--- src/rtl/vwsx_pkg.sv ---
// Package for the LEB128 word stream decoder with XOR check.
// Holds the byte-format constants, the frame status codes and the decoder info struct.
// No dependencies.
`default_nettype none

package vwsx_pkg;

	localparam int unsigned SHIFT_W = 7;
	localparam logic [7:0] PAYLOAD_MASK = 8'h7F;
	localparam logic [7:0] CONT_FLAG = 8'h80;
	localparam logic [SHIFT_W-1:0] GROUP_STEP = 7'd7;

	typedef enum logic [1:0] {
		ST_OK       = 2'd0,
		ST_FEW      = 2'd1,
		ST_MISMATCH = 2'd2,
		ST_TRUNC    = 2'd3
	} status_t;

	typedef struct packed {
		logic    emit;
		logic    frame_end;
		status_t status;
	} vwsx_info_t;

endpackage

`default_nettype wire

--- src/rtl/vwsx_decode.sv ---
// Frame state and per-byte decode: word accumulator, group shift, running check.
// Depends on vwsx_pkg.
`default_nettype none

module vwsx_decode import vwsx_pkg::*; #(
	parameter int unsigned WORD_BITS = 64
) (
	input  logic                 clk,
	input  logic                 arst_n,
	input  logic                 step,
	input  logic [7:0]           byte_value,
	input  logic                 frame_last,
	output logic [WORD_BITS-1:0] word_value,
	output vwsx_info_t           info
);

	logic [WORD_BITS-1:0] acc_q;
	logic [SHIFT_W-1:0]   shift_q;
	logic [WORD_BITS-1:0] check_q;
	logic                 seen_q;

	logic                 in_range;
	logic                 more;
	logic [WORD_BITS-1:0] group;
	logic [WORD_BITS-1:0] word;

	assign in_range = shift_q < SHIFT_W'(WORD_BITS);
	assign more     = (byte_value & CONT_FLAG) != 8'd0;
	assign group    = WORD_BITS'(byte_value & PAYLOAD_MASK) << shift_q;
	assign word     = in_range ? (acc_q | group) : acc_q;

	always_comb begin
		info.emit      = frame_last || !more;
		info.frame_end = frame_last;
		info.status    = ST_OK;
		word_value     = word;
		if (frame_last) begin
			if (more) begin
				info.status = ST_TRUNC;
				word_value  = '0;
			end else if (!seen_q) begin
				info.status = ST_FEW;
			end else if (check_q != word) begin
				info.status = ST_MISMATCH;
			end
		end
	end

	always_ff @(posedge clk or negedge arst_n) begin
		if (!arst_n) begin
			acc_q   <= '0;
			shift_q <= '0;
			check_q <= '0;
			seen_q  <= 1'b0;
		end else if (step) begin
			if (frame_last) begin
				acc_q   <= '0;
				shift_q <= '0;
				check_q <= '0;
				seen_q  <= 1'b0;
			end else if (!more) begin
				acc_q   <= '0;
				shift_q <= '0;
				check_q <= check_q ^ word;
				seen_q  <= 1'b1;
			end else begin
				acc_q <= word;
				if (in_range) begin
					shift_q <= shift_q + GROUP_STEP;
				end
			end
		end
	end

endmodule

`default_nettype wire

--- src/rtl/varint_word_stream_xor_checker_core.sv ---
// Top level of the LEB128 word stream decoder with XOR check: input register,
// decode stage and result register. Depends on vwsx_pkg and vwsx_decode.
//
//   channel  dir  tdata                              tlast         tuser
//   s_*      in   [7:0] byte_value                   frame_last    -
//   m_*      out  [WORD_BITS-1:0] word_value, pad 0  is_frame_end  [1:0] frame_status
//
// One byte per cycle sustained while m_* is not stalled.
// The input register feeds the decode stage, which loads the result register.
// arst_n clears all frame state and both valid flags.
// A stalled m_* holds its result; s_tready drops only when the input register
// is full and cannot advance into a busy result register.
`default_nettype none

module varint_word_stream_xor_checker_core import vwsx_pkg::*; #(
	parameter int unsigned WORD_BITS = 64
) (
	input  logic                                clk,
	input  logic                                arst_n,
	input  logic                                s_tvalid,
	output logic                                s_tready,
	input  logic [7:0]                          s_tdata,  // byte_value
	input  logic                                s_tlast,  // frame_last
	output logic                                m_tvalid,
	input  logic                                m_tready,
	output logic [((WORD_BITS+7)/8)*8-1:0]      m_tdata,  // word_value, zero pad
	output logic                                m_tlast,  // is_frame_end
	output logic [1:0]                          m_tuser   // frame_status
);

	localparam int unsigned DATA_W = ((WORD_BITS + 7) / 8) * 8;

	logic                 valid_s1;
	logic [7:0]           byte_s1;
	logic                 last_s1;
	logic                 adv_s1;

	logic                 out_valid_q;
	logic [WORD_BITS-1:0] word_q;
	logic                 end_q;
	status_t              status_q;

	logic [WORD_BITS-1:0] dec_word;
	vwsx_info_t           dec_info;

	assign adv_s1   = valid_s1 && (!out_valid_q || m_tready);
	assign s_tready = !valid_s1 || adv_s1;

	always_ff @(posedge clk or negedge arst_n) begin
		if (!arst_n) begin
			valid_s1 <= 1'b0;
		end else if (s_tready) begin
			valid_s1 <= s_tvalid;
		end
	end

	always_ff @(posedge clk) begin
		if (s_tready && s_tvalid) begin
			byte_s1 <= s_tdata;
			last_s1 <= s_tlast;
		end
	end

	vwsx_decode #(
		.WORD_BITS(WORD_BITS)
	) u_decode (
		.clk       (clk),
		.arst_n    (arst_n),
		.step      (adv_s1),
		.byte_value(byte_s1),
		.frame_last(last_s1),
		.word_value(dec_word),
		.info      (dec_info)
	);

	always_ff @(posedge clk or negedge arst_n) begin
		if (!arst_n) begin
			out_valid_q <= 1'b0;
		end else if (adv_s1 && dec_info.emit) begin
			out_valid_q <= 1'b1;
		end else if (m_tready) begin
			out_valid_q <= 1'b0;
		end
	end

	always_ff @(posedge clk) begin
		if (adv_s1 && dec_info.emit) begin
			word_q   <= dec_word;
			end_q    <= dec_info.frame_end;
			status_q <= dec_info.status;
		end
	end

	assign m_tvalid = out_valid_q;
	assign m_tdata  = DATA_W'(word_q);
	assign m_tlast  = end_q;
	assign m_tuser  = status_q;

`ifndef NO_ASSERTIONS
	a_status_only_at_end: assert property (@(posedge clk) disable iff (!arst_n)
		m_tvalid && !m_tlast |-> m_tuser == ST_OK)
		else $error("nonzero status on a word that does not end the frame");

	a_trunc_zero_word: assert property (@(posedge clk) disable iff (!arst_n)
		m_tvalid && m_tuser == ST_TRUNC |-> m_tdata == '0)
		else $error("truncated frame carries a nonzero word");

	a_emit_loads_output: assert property (@(posedge clk) disable iff (!arst_n)
		adv_s1 && dec_info.emit |=> m_tvalid)
		else $error("decoded request did not reach the result register");

	a_no_overwrite: assert property (@(posedge clk) disable iff (!arst_n)
		adv_s1 |-> !out_valid_q || m_tready)
		else $error("decode stage advanced into a stalled result");
`endif

endmodule

`default_nettype wire
--- config.mk ---
export PLATFORM = sky130hd
export DESIGN_NAME = varint_word_stream_xor_checker_core
export DESIGN_NICKNAME = d
export VERILOG_FILES = /design/src/rtl/vwsx_pkg.sv /design/src/rtl/vwsx_decode.sv /design/src/rtl/varint_word_stream_xor_checker_core.sv
export SDC_FILE = /design/constraint.sdc
export NUM_CORES = 1
export LEC_CHECK = 0
export BUFFER_PORTS_ARGS = -buffer_cell sky130_fd_sc_hd__buf_4
export CAP_MARGIN = 10
export CORE_ASPECT_RATIO = 1.75
export CORE_MARGIN = 1
export CORE_UTILIZATION = 25
export DETAILED_ROUTE_END_ITERATION = 16
export PLACE_DENSITY = 0.52
export SLEW_MARGIN = 20
export SYNTH_ARGS = -nofsm -noshare
export SYNTH_HDL_FRONTEND = slang
export SYNTH_SLANG_ARGS = --single-unit
--- constraint.sdc ---
create_clock -name clk -period 6.1 [get_ports clk]
set_clock_uncertainty 0.05 [all_clocks]
set_input_delay 0.61 -clock clk [delete_from_list [all_inputs] [get_ports clk]]
set_output_delay 0.61 -clock clk [all_outputs]
set_load 0.005 [all_outputs]
-- Word-level counts from Yosys, hierarchy flattened
Index checks and enable logic that the tools add are counted.
- register bits after elaboration: 214
- input bits: 13
- output and inout port bits: 69
- logic and storage cells: 48
- add/subtract/negate cells: 1
- magnitude comparators: 1
- eq/ne operators: 3
- shifts and indexed selects: 1
- multiplexer cells: 17
- bitwise operators: 2
- reductions and logical operators: 12
- operators by type and width (cell ; number):
    $mux W64 ; 7
    $ne A64 B64 Y1 ; 1
    $or A64 B64 Y64 ; 1
    $shl A7 B7 Y64 ; 1
    $xor A64 B64 Y64 ; 1
    $mux W7 ; 3
    $add A7 B3 Y7 const B ; 1
    $lt A7 B7 Y1 const B ; 1
    $mux W2 ; 3
    $mux W1 ; 4
    $reduce_and A2 Y1 ; 2
    $logic_and A1 B1 Y1 ; 3
    $logic_not A1 Y1 ; 3
    $logic_or A1 B1 Y1 ; 3
    $ne A3 B1 Y1 const B ; 1
    $ne A2 B1 Y1 const B ; 1
    $reduce_bool A2 Y1 ; 1

-- Depth between registers and ports, before layout
Gate-level depths: netlist of the first run.
- depth in word-level cells: 7
- depth in mapped cells: 12
- mapped depth without buffers: 8

-- Hierarchy
From an unflattened synthesis of the first run, not the netlist that was laid out.
- cells, all modules: 1185
- area, all modules: 11248.3 µm²
- by module, submodules not included (module ; instances ; cells each ; area an instance (µm²) ; seq. area each (µm²)):
    vwsx_decode ; 1 ; 1099 ; 8857.2 ; 3403.3
    varint_word_stream_xor_checker_core ; 1 ; 86 ; 2391.0 ; 2332.2

-- Least setup slack after synthesis of the first run
OpenSTA, ideal clock, no wires.
- path type: input to register
- from: in m_tready
- to: reg word_q[0] (netlist: m_tdata[0]), enable pin
- setup time: 0.458 ns
- arrival time: 3.360 ns
- required time: 5.592 ns
- slack: 2.232 ns
- stages: 6
- buffers on the path: 2
- cell sequence: nand2b_1 -> and2_1 -> clkbuf_1 -> nand2_1 -> inv_2 -> clkbuf_1
- word-level cells in the longest chain between the ends: 3
- ends and longest elaborated chain (element ; line ; text):
    start, declared ; varint_word_stream_xor_checker_core.sv:25 ; input logic m_tready,
    $logic_or A1 B1 Y1 ; varint_word_stream_xor_checker_core.sv:46 ; assign adv_s1 = valid_s1 && (!out_valid_q || m_tready);
    $logic_and A1 B1 Y1 ; varint_word_stream_xor_checker_core.sv:46 ;
    $logic_and A1 B1 Y1 ; varint_word_stream_xor_checker_core.sv:87 ; if (adv_s1 && dec_info.emit) begin
    end signal, assigned ; varint_word_stream_xor_checker_core.sv:88 ; word_q <= dec_word;
    end, declared ; varint_word_stream_xor_checker_core.sv:39 ; logic [WORD_BITS-1:0] word_q;
No other way between the ends.
A chain may end at the register's enable or synchronous reset.

-- Worst setup path in the final report of the first run
- from: reg u_decode.shift_q[0]
- to: reg status_q[1] (netlist: m_tuser[1]) (data pin)
- word-level cells in the longest chain between the ends: 7
- elaborated cells on any way between the ends: 8
- those cells by class: order compare (1); eq/ne (1); shift (1); mux (4); bitwise (1)
- ends and longest elaborated chain (element ; line ; text):
    start, declared ; vwsx_decode.sv:18 ; logic [SHIFT_W-1:0] shift_q;
    start signal, assigned ; vwsx_decode.sv:69 ; shift_q <= shift_q + GROUP_STEP;
    $shl A7 B7 Y64 ; vwsx_decode.sv:29 ; assign group = WORD_BITS'(byte_value & PAYLOAD_MASK) << shift_q;
    $or A64 B64 Y64 ; vwsx_decode.sv:30 ; assign word = in_range ? (acc_q | group) : acc_q;
    $mux W64 (*) ; vwsx_decode.sv:30 ;
    $ne A64 B64 Y1 (*) ; vwsx_decode.sv:43 ; end else if (check_q != word) begin
    $mux W2 (*) ; vwsx_decode.sv:43 ;
    $mux W2 (*) ; vwsx_decode.sv:41 ; end else if (!seen_q) begin
    $mux W2 (*) ; vwsx_decode.sv:38 ; if (more) begin
    end signal, assigned ; varint_word_stream_xor_checker_core.sv:90 ; status_q <= dec_info.status;
    end, declared ; varint_word_stream_xor_checker_core.sv:41 ; status_t status_q;
Every way passes the cells marked *; elsewhere a longest branch is shown, timed or not.

==> flow_summary.ini, run 1 <==
[placement]
dpl.hpwl_mm = 29.5
post-place-ws_ns = 1.67
buffer_ports.inserted = 81
finalWeightedCongestion = 0.948

[routing]
via_count = 9547
wl_per_cell_um = 22.9
route.detailed.vias_per_inst = 5.23
drt_wl_total_mm = 41.7
remaining_antenna_violation_count_after_routing = 0
drc = 0
drtIter0Drc = 696
detail_route.first_pass.iterations = 5

[global_routing]
grt_remaining_overflow = 0
grt_max_degree = 86
antenna_found_initial = 0
grtUsageTotal_pct = 18.5
global_route_wire_length_before_repair_mm = 62.1
grt_pass1_vias = 9508

[synthesis]
synth_enable_flop_cells = 76
synth_fp_nets = 1204
synthesis.yosys.warnings = 0
postSynthCellCount = 1190
async_flop_share_pct = 64.5
seq_area_frac_synth_pct = 52.1
synth.ff_latch_count = 214
synth_top_cells_by_area = dfrtp_1 31%, edfxtp_1 21%, a21oi_1 8.6%
synthesized_area_per_cell_um2 = 9.24
cell_type_with_the_largest_total_area_after_synthesis = dfrtp_1
synth.cell_area_mm2 = 0.0110
synthDominantCellAreaShare_pct = 31.4
synth-main-ff-cell = dfrtp_1
synth_unique_cells = 61

[sta]
report.final.slew_viol_count = 0
timing_hold_violations_final = 0
unrepaired_setup_endpoints_after_global_routing = false
timing.slew.headroom_pct = 27.0
fmax_mhz = 222
finalCritPeriodShare_pct = 73.9
layout_min_cycle_time_ns = 4.51
fin_worst_setup_slack_ns = 1.59
timing.final.setup_violations = 0
tightest_slew_ns = 1.09
timing.hold.ws_ns = 0.101
setup-tns-final_ns = 0

[cts]
cts_num_sinks = 214
postCtsSetupRepairBufs = 0
cts_max_path_buffers = 3
cts.reportedPaths.clkPinSlew_ns = 0.07
tritoncts_clock_tree = built
cts_buffers = 22
cts.root.buffer_cell = clkbuf_16
cts_hold_buf = 0
clk_latency_ns = 0.56
postCtsResizedCells = 0
cts_max_level = 1

[cells_and_area]
synthToLayoutAreaGrowth_pct = 17.7
num-nets-final = 1258
antenna_cells_inserted = 0
utilization_pct = 29.9
num-fill-cells = 4536
final_layout_size_suffix_gt1_share_pct = 13.4

[floorplan]
initial_utilization_pct = 25.4
die_h_um = 279
placeableCoreArea_mm2 = 0.0433
io_pins = 82
total_die_area_mm2 = 0.0449
std_cell_rows = 101
die_width_um = 161

[critical_path]
cp_data_arrival_time_ns = 4.71
setup.worst_path.class = flop to flop
worst_setup_path_end_kind = flop
cp-start-kind = flop
worst-path-max-fanout = 25
worst-endpoint-required_ns = 6.31

[power_and_ir_drop]
worst_ir_drop_vdd_uv = 147
p_total_mw = 4.90
cellLeakagePower_nw = 5.08
power_per_cell_area_mw_per_mm2 = 379

[outcome]
outcome = completed

[min_path]
hold_path_class = input port to async pin

[flow_run]
max_cap_violations = 0
[critical path, cell delays in order, from the launching register on]
cell	delay (ns)
dfrtp_1	0.95
mux4_2	0.65
a22o_1	0.32
a221oi_1	0.73
xor2_1	0.59
o211ai_1	0.19
nor4_1	0.56
a31oi_1	0.17
[metrics by stage]
step / area [µm²] / instances
5_1_grt: 13000 / 1826
6_report: 13000 / 1826
4_1_cts: 13000 / 1826
3_3_place_gp: 12200 / 1786
2_1_floorplan: 11000 / 1190
3_5_place_dp: 12200 / 1786
[cells in the final DEF (no fill, tap or decap), types with 11 or more instances in the layout]
cell,Yosys,routed
clkbuf_16,0,24
nand2b_1,19,19
and2_1,12,11
nor3_1,83,83
a31oi_1,14,14
nand2_1,100,99
nor4_1,12,12
xor2_1,17,17
buf_4,0,100
edfxtp_1,76,76
nor2_1,145,144
o22ai_1,25,25
o21ai_0,72,72
dfrtp_1,138,137
inv_1,40,40
nor2b_1,29,29
nand3_1,11,11
a21oi_1,189,189
[logic make-up after synthesis]
kind of cell,after synthesis,synth area share (%)
AND/OR/NAND/NOR,444,19.0
adder cells (fa/ha/maj),1,0.114
XOR/XNOR,27,2.15
multiplexers,25,3.20
buffers and inverters,114,4.16
flip-flops,214,52.1
AO/OA/AOI/OAI,365,19.2
[report_power, final]
group	switching [mW]	internal [mW]	total [mW]
Combinational	0.863	0.507	1.37
Clock	0.631	0.799	1.43
Sequential	0.364	1.74	2.10
[cell usage after synthesis (6+ instances only)]
library cell and number:
a21oi_1 189, nor2_1 145, dfrtp_1 138, nand2_1 100
nor3_1 83, edfxtp_1 76, o21ai_0 72, clkbuf_1 65
inv_1 40, nor2b_1 29, o22ai_1 25, nand2b_1 19
xor2_1 17, a31oi_1 14, and2_1 12, nor4_1 12
nand3_1 11, mux2i_1 10, xnor2_1 10, a22o_1 9
mux2_2 8, a2111oi_0 6, a221oi_1 6, mux4_2 6
nand4_1 6
[final cells by class]
type / instances / area, µm² / share of cell area, %
Clock buffer: 31 / 657 / 5.07
Clock inverter: 9 / 81.3 / 0.628
Inverter: 43 / 164 / 1.27
Multi-Input combinational cell: 862 / 4840 / 37.4
Sequential cell: 214 / 5740 / 44.3
Tap cell: 566 / 708 / 5.47
Timing Repair Buffer: 101 / 762 / 5.88
[registers in the layout, summed over array words and instances, names as in the netlist, 2 cells and up]
name	count
u_decode.acc_q	64
m_tuser	2
byte_s1	8
u_decode.shift_q	7
m_tdata	64
u_decode.check_q	64
[worst paths after layout]
kind,end,slack [ns],depth (start not counted),start
hold / removal,u_decode.check_q[27],0.10,1,arst_n
setup reg to reg,m_tuser[1],1.59,7,u_decode.shift_q[0]
setup / recovery,m_tuser[1],1.59,7,u_decode.shift_q[0]
min in group clk,byte_s1[7],0.19,1,s_tdata[7]
hold reg to reg,u_decode.acc_q[47],0.45,2,u_decode.acc_q[47]
max in group asynchronous,u_decode.check_q[53],4.51,2,arst_n
[per-layer routing]
layer  track usage (%)  up-vias  part of all wire (%)
met1              20.3     4722                    37
met4              13.2        0                   7.2
met2              33.1      316                    51
met5                 0        -                     0
li1                  -     4400                     -
met3              1.70      109                   4.1
No activity file was read; power rests on OpenSTA's default activity.
==> inputs of run 2 (changes only) <==
Settings changed: ABC_AREA set to 1.
Clock period 6.1 ns to 4.7 ns, I/O delays scaled along.
==> run 2 against run 1 <==
  * Cell area down 4.3%
  * Sequential share of layout area up 2.0 points
  * Utilization up 0.29 points
  * Sequential power up 16%
  * Clock power up 27%
  * Final cell count up 2.3%
  * Die area down 4.7%
  * Power up 35%
  * Synthesized cell count up 3.9%
  * Count of clock-buffer cells in the layout down 1
  * Area after synthesis down 4.7%
  * Critical endpoint unchanged
  * Largest power group unchanged
==> flow_summary.ini, run 2 <==
[outcome]
outcome = completed

[routing]
via_count = 8439
remaining_antenna_violation_count_after_routing = 0
wl_per_cell_um = 17.4
drtIter0Drc = 502
detail_route.first_pass.iterations = 7
route.detailed.vias_per_inst = 4.52
drt_wl_total_mm = 32.5
drc = 0

[cells_and_area]
utilization_pct = 30.2
synthToLayoutAreaGrowth_pct = 18.2
mostFrequentLayoutCells = 305 x nand2_1, 204 x inv_1, 138 x dfrtp_1, 119 x nand3_1, 106 x nor2_1
layout.area.seq_mm2 = 0.00574
final_layout_size_suffix_gt1_share_pct = 13.7
multi_input_comb_area_mm2 = 0.00369
num-nets-final = 1316
layout_commonest_cell = nand2_1
num-fill-cells = 4308
antenna_cells_inserted = 0
final-instance-count-excl-fill = 1868

[floorplan]
placeableCoreArea_mm2 = 0.0411
die_h_um = 273
io_pins = 82
initial_utilization_pct = 25.5
total_die_area_mm2 = 0.0428
die_width_um = 157
std_cell_rows = 98

[global_routing]
grt_max_degree = 198
grt_pass1_vias = 8600
antenna_found_initial = 0
global_route_wire_length_before_repair_mm = 50.1
grtUsageTotal_pct = 15.5
grt_remaining_overflow = 0

[cts]
cts.reportedPaths.clkPinSlew_ns = 0.07
cts_max_path_buffers = 3
cts_max_level = 1
tritoncts_clock_tree = built
clk_latency_ns = 0.53
postCtsSetupRepairBufs = 0
cts.root.buffer_cell = clkbuf_16
cts_buffers = 22
cts_num_sinks = 214

[min_path]
hold_path_depth = 1
hold_path_startpoint = s_tdata[4]
hold_path_class = input port to flop
hold-path-endpoint = byte_s1[4]

[synthesis]
synth.cell_area_mm2 = 0.0105
synth_enable_flop_cells = 76
seq_area_frac_synth_pct = 54.7
synthesis.yosys.warnings = 0
synth_most_common_cell = nand2_1
synth-main-ff-cell = dfrtp_1
synthesized_area_per_cell_um2 = 8.48
synth_top_cells_by_area = dfrtp_1 33%, edfxtp_1 22%, nand2_1 11%
cell_type_with_the_largest_total_area_after_synthesis = dfrtp_1
synth.ff_latch_count = 214
async_flop_share_pct = 64.5
synth_fp_nets = 1251
postSynthCellCount = 1237
synth_unique_cells = 32
synthDominantCellAreaShare_pct = 32.9
netlist_top_cells_count = 306 x nand2_1, 204 x inv_1, 138 x dfrtp_1

[placement]
buffer_ports.inserted = 81
finalWeightedCongestion = 0.903
dpl.hpwl_mm = 22.9
post-place-ws_ns = 0.980
dp.cells = 1827

[power_and_ir_drop]
power_per_cell_area_mw_per_mm2 = 535
worst_ir_drop_vdd_uv = 216
cellLeakagePower_nw = 5.72

[critical_path]
cp_data_arrival_time_ns = 3.96
worst_reg2reg_path_depth = 15
cp-start-kind = flop
setup.reg_to_reg.worst_slack_ns = 0.97
crit_path_cell_trace = inv_1, nor2_1, inv_2, nor2_2, nand3_1, nand3_1, nand2_1, nor2_1, nand2_1, nor2_1, nand2_1, nor2_1, nand3_1, nand2_1, nand2_1
worst-path-max-fanout = 19
worst-endpoint-required_ns = 4.93
critical_path.slowest_cell = dfrtp_1
setup.worst_path.class = flop to flop
r2r-end = m_tuser[1]
worst_setup_path_end_kind = flop
worst_path_largest_cell_delay_ns = 0.71
timing.rr.start = u_decode.shift_q[4]
worst_path_most_repeated_cell = nand2_1

[sta]
fin_worst_setup_slack_ns = 0.970
tightest_slew_ns = 1.08
unrepaired_setup_endpoints_after_global_routing = false
timing.final.setup_violations = 0
finalCritPeriodShare_pct = 79.4
report.final.slew_viol_count = 0
setup-tns-final_ns = 0
timing_hold_violations_final = 0
fmax_mhz = 268
layout_min_cycle_time_ns = 3.73
timing.slew.headroom_pct = 28.0

[flow_run]
max_cap_violations = 0
[run 2: cell count changes after synthesis, sizes merged, moves of 19 or more]
cell	before	now
nor3	83	1
nand3	11	135
o21ai	72	43
a21oi	189	6
inv	43	217
clkbuf	65	32
a211oi	3	64
nand2b	19	0
nand2	100	318
nor2	145	112
nor2b	29	0
nand4	6	29
[run 2: through the flow]
stage	area [µm²]	total power, mW	hold WS (ns)
6_report	12400	6.63	0.0616
5_1_grt	12400	7.06	0.0413
4_1_cts	12400	6.73	0.0353
3_5_place_dp	11700	4.88	0.453
3_3_place_gp	11700	4.88	0.426
2_1_floorplan	10500	3.96	0.124
[run 2: metal layers]
metal	vias up	routed length (µm)	track usage, %
li1	4151	-	-
met1	4061	12300	16.9
met2	156	17400	28.9
met3	71	1070	1.70
met4	0	1750	8.72
met5	-	0	0
[run 2: final cells by class]
type                       count  share of cell area [%]
sequential                   214                    46.3
multi-input combinational    752                    29.8
inverter                     217                    6.61
timing repair buffer          95                    5.91
tap                          550                    5.55
clock buffer                  30                    4.94
clock inverter                10                   0.949
[run 2: report_power, final]
part           internal [mW]  switching [mW]
Sequential              2.28           0.166
Combinational          0.687            1.69
Clock                   1.03           0.780
Total                   3.99            2.64
[run 2: worst max path at each step]
stage / startpoint / to / cells past startpoint
global route: u_decode.shift_q[4] / m_tuser[1] / 15
detailed placement: u_decode.shift_q[4] / m_tuser[1] / 15
CTS: u_decode.shift_q[4] / m_tuser[1] / 15
global placement: u_decode.shift_q[4] / m_tuser[1] / 15
floorplan: m_tready / m_tdata[0] / 6
finish: u_decode.shift_q[4] / m_tuser[1] / 15
[run 2: worst max-delay path: cells and delay by family (launching register included)]
family	cells	cell delay, ns
DFF	1	0.71
and+or+nand+nor	13	2.07
buffers and inverters	2	0.63
[run 2: cells by family after synthesis]
logic type | synth area share, %
and+or+nand+nor | 25.3
buffers and inverters | 10.2
DFF | 54.7
AOI/OAI and AO/OA | 9.29
xor gates and xnor gates | 0.418
adders and majority gates | 0.119
[run 2: what timing repair did]
item	4_1_cts	5_1_grt
hold endpoints to repair	70	0
gates resized for setup	0	0
hold buffers	1	0
endpoints found under the setup margin	0	0
==> inputs of run 3 (changes only) <==
Settings changed: ABC_AREA 1 to 0.
Clock period 4.7 ns to 3.85 ns, I/O delays scaled along.
==> run 3 against run 2 <==
  * Sequential share of layout area shrank 3.9 points
  * Combinational power increased by 3%
  * Power is 20% higher
  * Wire length increased by 35%
  * Critical path depth decreased by 7
  * Cell area up 9.3%
  * Worst hold slack improved by 0.031 ns
  * Count of clock-buffer cells in the layout is 2 lower
  * Non-clock buffer count grew 77
  * Critical path type unchanged
  * Largest cell class unchanged
==> flow_summary.ini, run 3 (synthesized netlist as in run 1, its figures left out) <==
[outcome]
outcome = completed

[critical_path]
cp-start-kind = flop
cp_buf_inv_count = 0
setup.worst_path.class = flop to flop
crit_path_cell_trace = mux4_2, a22o_1, mux2_2, a21oi_1, xnor2_1, nor4_1, and4_1, a31oi_1
critical_path.slowest_cell = mux4_2
worst_path_largest_cell_delay_ns = 0.61
cp_data_arrival_time_ns = 3.73
worst-path-max-fanout = 10
cp_top_family = multiplexers
worst_setup_path_end_kind = flop
worst-endpoint-required_ns = 4.08

[cells_and_area]
num-nets-final = 1330
utilization_pct = 31.3
layout.area.seq_mm2 = 0.00574
synthToLayoutAreaGrowth_pct = 23.2
num-fill-cells = 4596
antenna_cells_inserted = 0
multi_input_comb_area_mm2 = 0.00483
design_area_mm2 = 0.0135
final_layout_size_suffix_gt1_share_pct = 16.9
layout_commonest_cell = a21oi_1
mostFrequentLayoutCells = 189 x a21oi_1, 153 x buf_4, 145 x nor2_1, 138 x dfrtp_1, 99 x nand2_1

[power_and_ir_drop]
sw_frac_of_total_pct = 38.5
p_total_mw = 7.93
worst_ir_drop_vdd_uv = 239
power.net_switching_mw = 3.05
seq_power_share_pct = 41.5
clock_power_share_pct = 27.7
internal_power_mw = 4.88
power_per_cell_area_mw_per_mm2 = 585
cellLeakagePower_nw = 5.42
p_comb_share_pct = 30.8

[min_path]
hold_path_class = input port to flop

[placement]
dpl-instance-area_mm2 = 0.0127
dpl.hpwl_mm = 32.2
finalWeightedCongestion = 0.961
buffer_ports.inserted = 81

[routing]
remaining_antenna_violation_count_after_routing = 0
drc = 0
drtIter0Drc = 696
route.detailed.vias_per_inst = 5.18
detail_route.first_pass.iterations = 7
via_count = 9818
wl_per_cell_um = 23.1
drt_wl_total_mm = 43.8

[flow_run]
max_cap_violations = 0

[global_routing]
antenna_found_initial = 0
grtUsageTotal_pct = 19.5
grt_pass1_vias = 9894
grt_max_degree = 73
global_route_wire_length_before_repair_mm = 64.9
grt_remaining_overflow = 0

[cts]
cts_buffers = 23
cts.reportedPaths.clkPinSlew_ns = 0.07
cts_max_path_buffers = 3
clk_latency_ns = 0.54
cts_num_sinks = 214
cts.root.buffer_cell = clkbuf_16
cts_max_level = 1
tritoncts_clock_tree = built
postCtsResizedCells = 0

[sta]
unrepaired_setup_endpoints_after_global_routing = false
timing.final.setup_violations = 0
timing.slew.headroom_pct = 30.6
setup-tns-final_ns = 0
layout_min_cycle_time_ns = 3.50
timing_hold_violations_final = 0
finalCritPeriodShare_pct = 90.9
report.final.slew_viol_count = 0
fmax_mhz = 286
tightest_slew_ns = 1.04

[floorplan]
placeableCoreArea_mm2 = 0.0433
std_cell_rows = 101
initial_utilization_pct = 25.4
io_pins = 82
die_width_um = 161
total_die_area_mm2 = 0.0449
die_h_um = 279
run 3: changes by cell type in the layout (fill, tap and decap cells not counted), sizes merged, moves of 19 or more:
cell | before | now
nor2 | 112 | 145
nand4 | 29 | 6
nor2b | 0 | 29
a211oi | 64 | 3
o21ai | 43 | 72
a21oi | 6 | 189
buf | 94 | 161
inv | 217 | 44
nand2 | 318 | 100
nand2b | 0 | 19
nor3 | 1 | 83
nand3 | 135 | 11
run 3: final cells by class:
type                       count  area share [%]
clock buffer                  28            4.46
clock inverter                12           0.748
inverter                      43            1.21
multi-input combinational    862            35.6
sequential                   214            42.3
tap                          566            5.23
timing repair buffer         172            10.4
run 3: path summary, 6_finish.rpt:
| check | cells past startpoint | endpoint | startpoint | slack [ns] |
|---|---|---|---|---|
| setup / recovery | 8 | m_tuser[1] | u_decode.shift_q[0] | 0.35 |
| hold / removal | 3 | m_tvalid | m_tready | 0.09 |
| setup reg to reg | 8 | m_tuser[1] | u_decode.shift_q[0] | 0.35 |
| hold reg to reg | 2 | u_decode.acc_q[8] | u_decode.acc_q[8] | 0.45 |
| max in group asynchronous | 3 | u_decode.check_q[40] | arst_n | 2.52 |
| min in group asynchronous | 2 | u_decode.check_q[51] | arst_n | 0.37 |
run 3: power groups by stage:
stage / Sequential (mW) / Combinational (mW) / Clock, mW
5_1_grt: 3.34 / 2.63 / 2.32
2_1_floorplan: 3.11 / 1.41 / 0
6_report: 3.29 / 2.44 / 2.19
3_5_place_dp: 3.32 / 2.43 / 0
3_3_place_gp: 3.31 / 2.42 / 0
4_1_cts: 3.28 / 2.44 / 2.26
run 3: routing by layer:
layer | global-route usage, % | up-vias | part of all wire [%]
met3 | 2.04 | 122 | 4.5
met4 | 11.8 | 0 | 6.3
met5 | 0 | - | 0
met2 | 36.1 | 334 | 52
met1 | 21.1 | 4823 | 37
li1 | - | 4539 | -
run 3: what timing repair did:
item	in CTS	in global routing
endpoints found under the setup margin	0	0
buffers inserted	0	0
endpoints found under the hold margin	76	0
hold buffers	11	0
run 3: tightest hold or removal path, cell delays in order:
cell	delay [ns]
buf_4	0.08
nand2b_1	0.12
nand2_1	0.05
run 3: through the flow:
stage	std cells	hold WS, ns	setup WS, ns
floorplan	1190	0.0394	0.207
global placement	1846	0.396	0.315
detailed placement	1846	0.395	0.329
CTS	1897	0.0795	0.319
global route	1897	0.120	0.269
finish	1897	0.0921	0.349
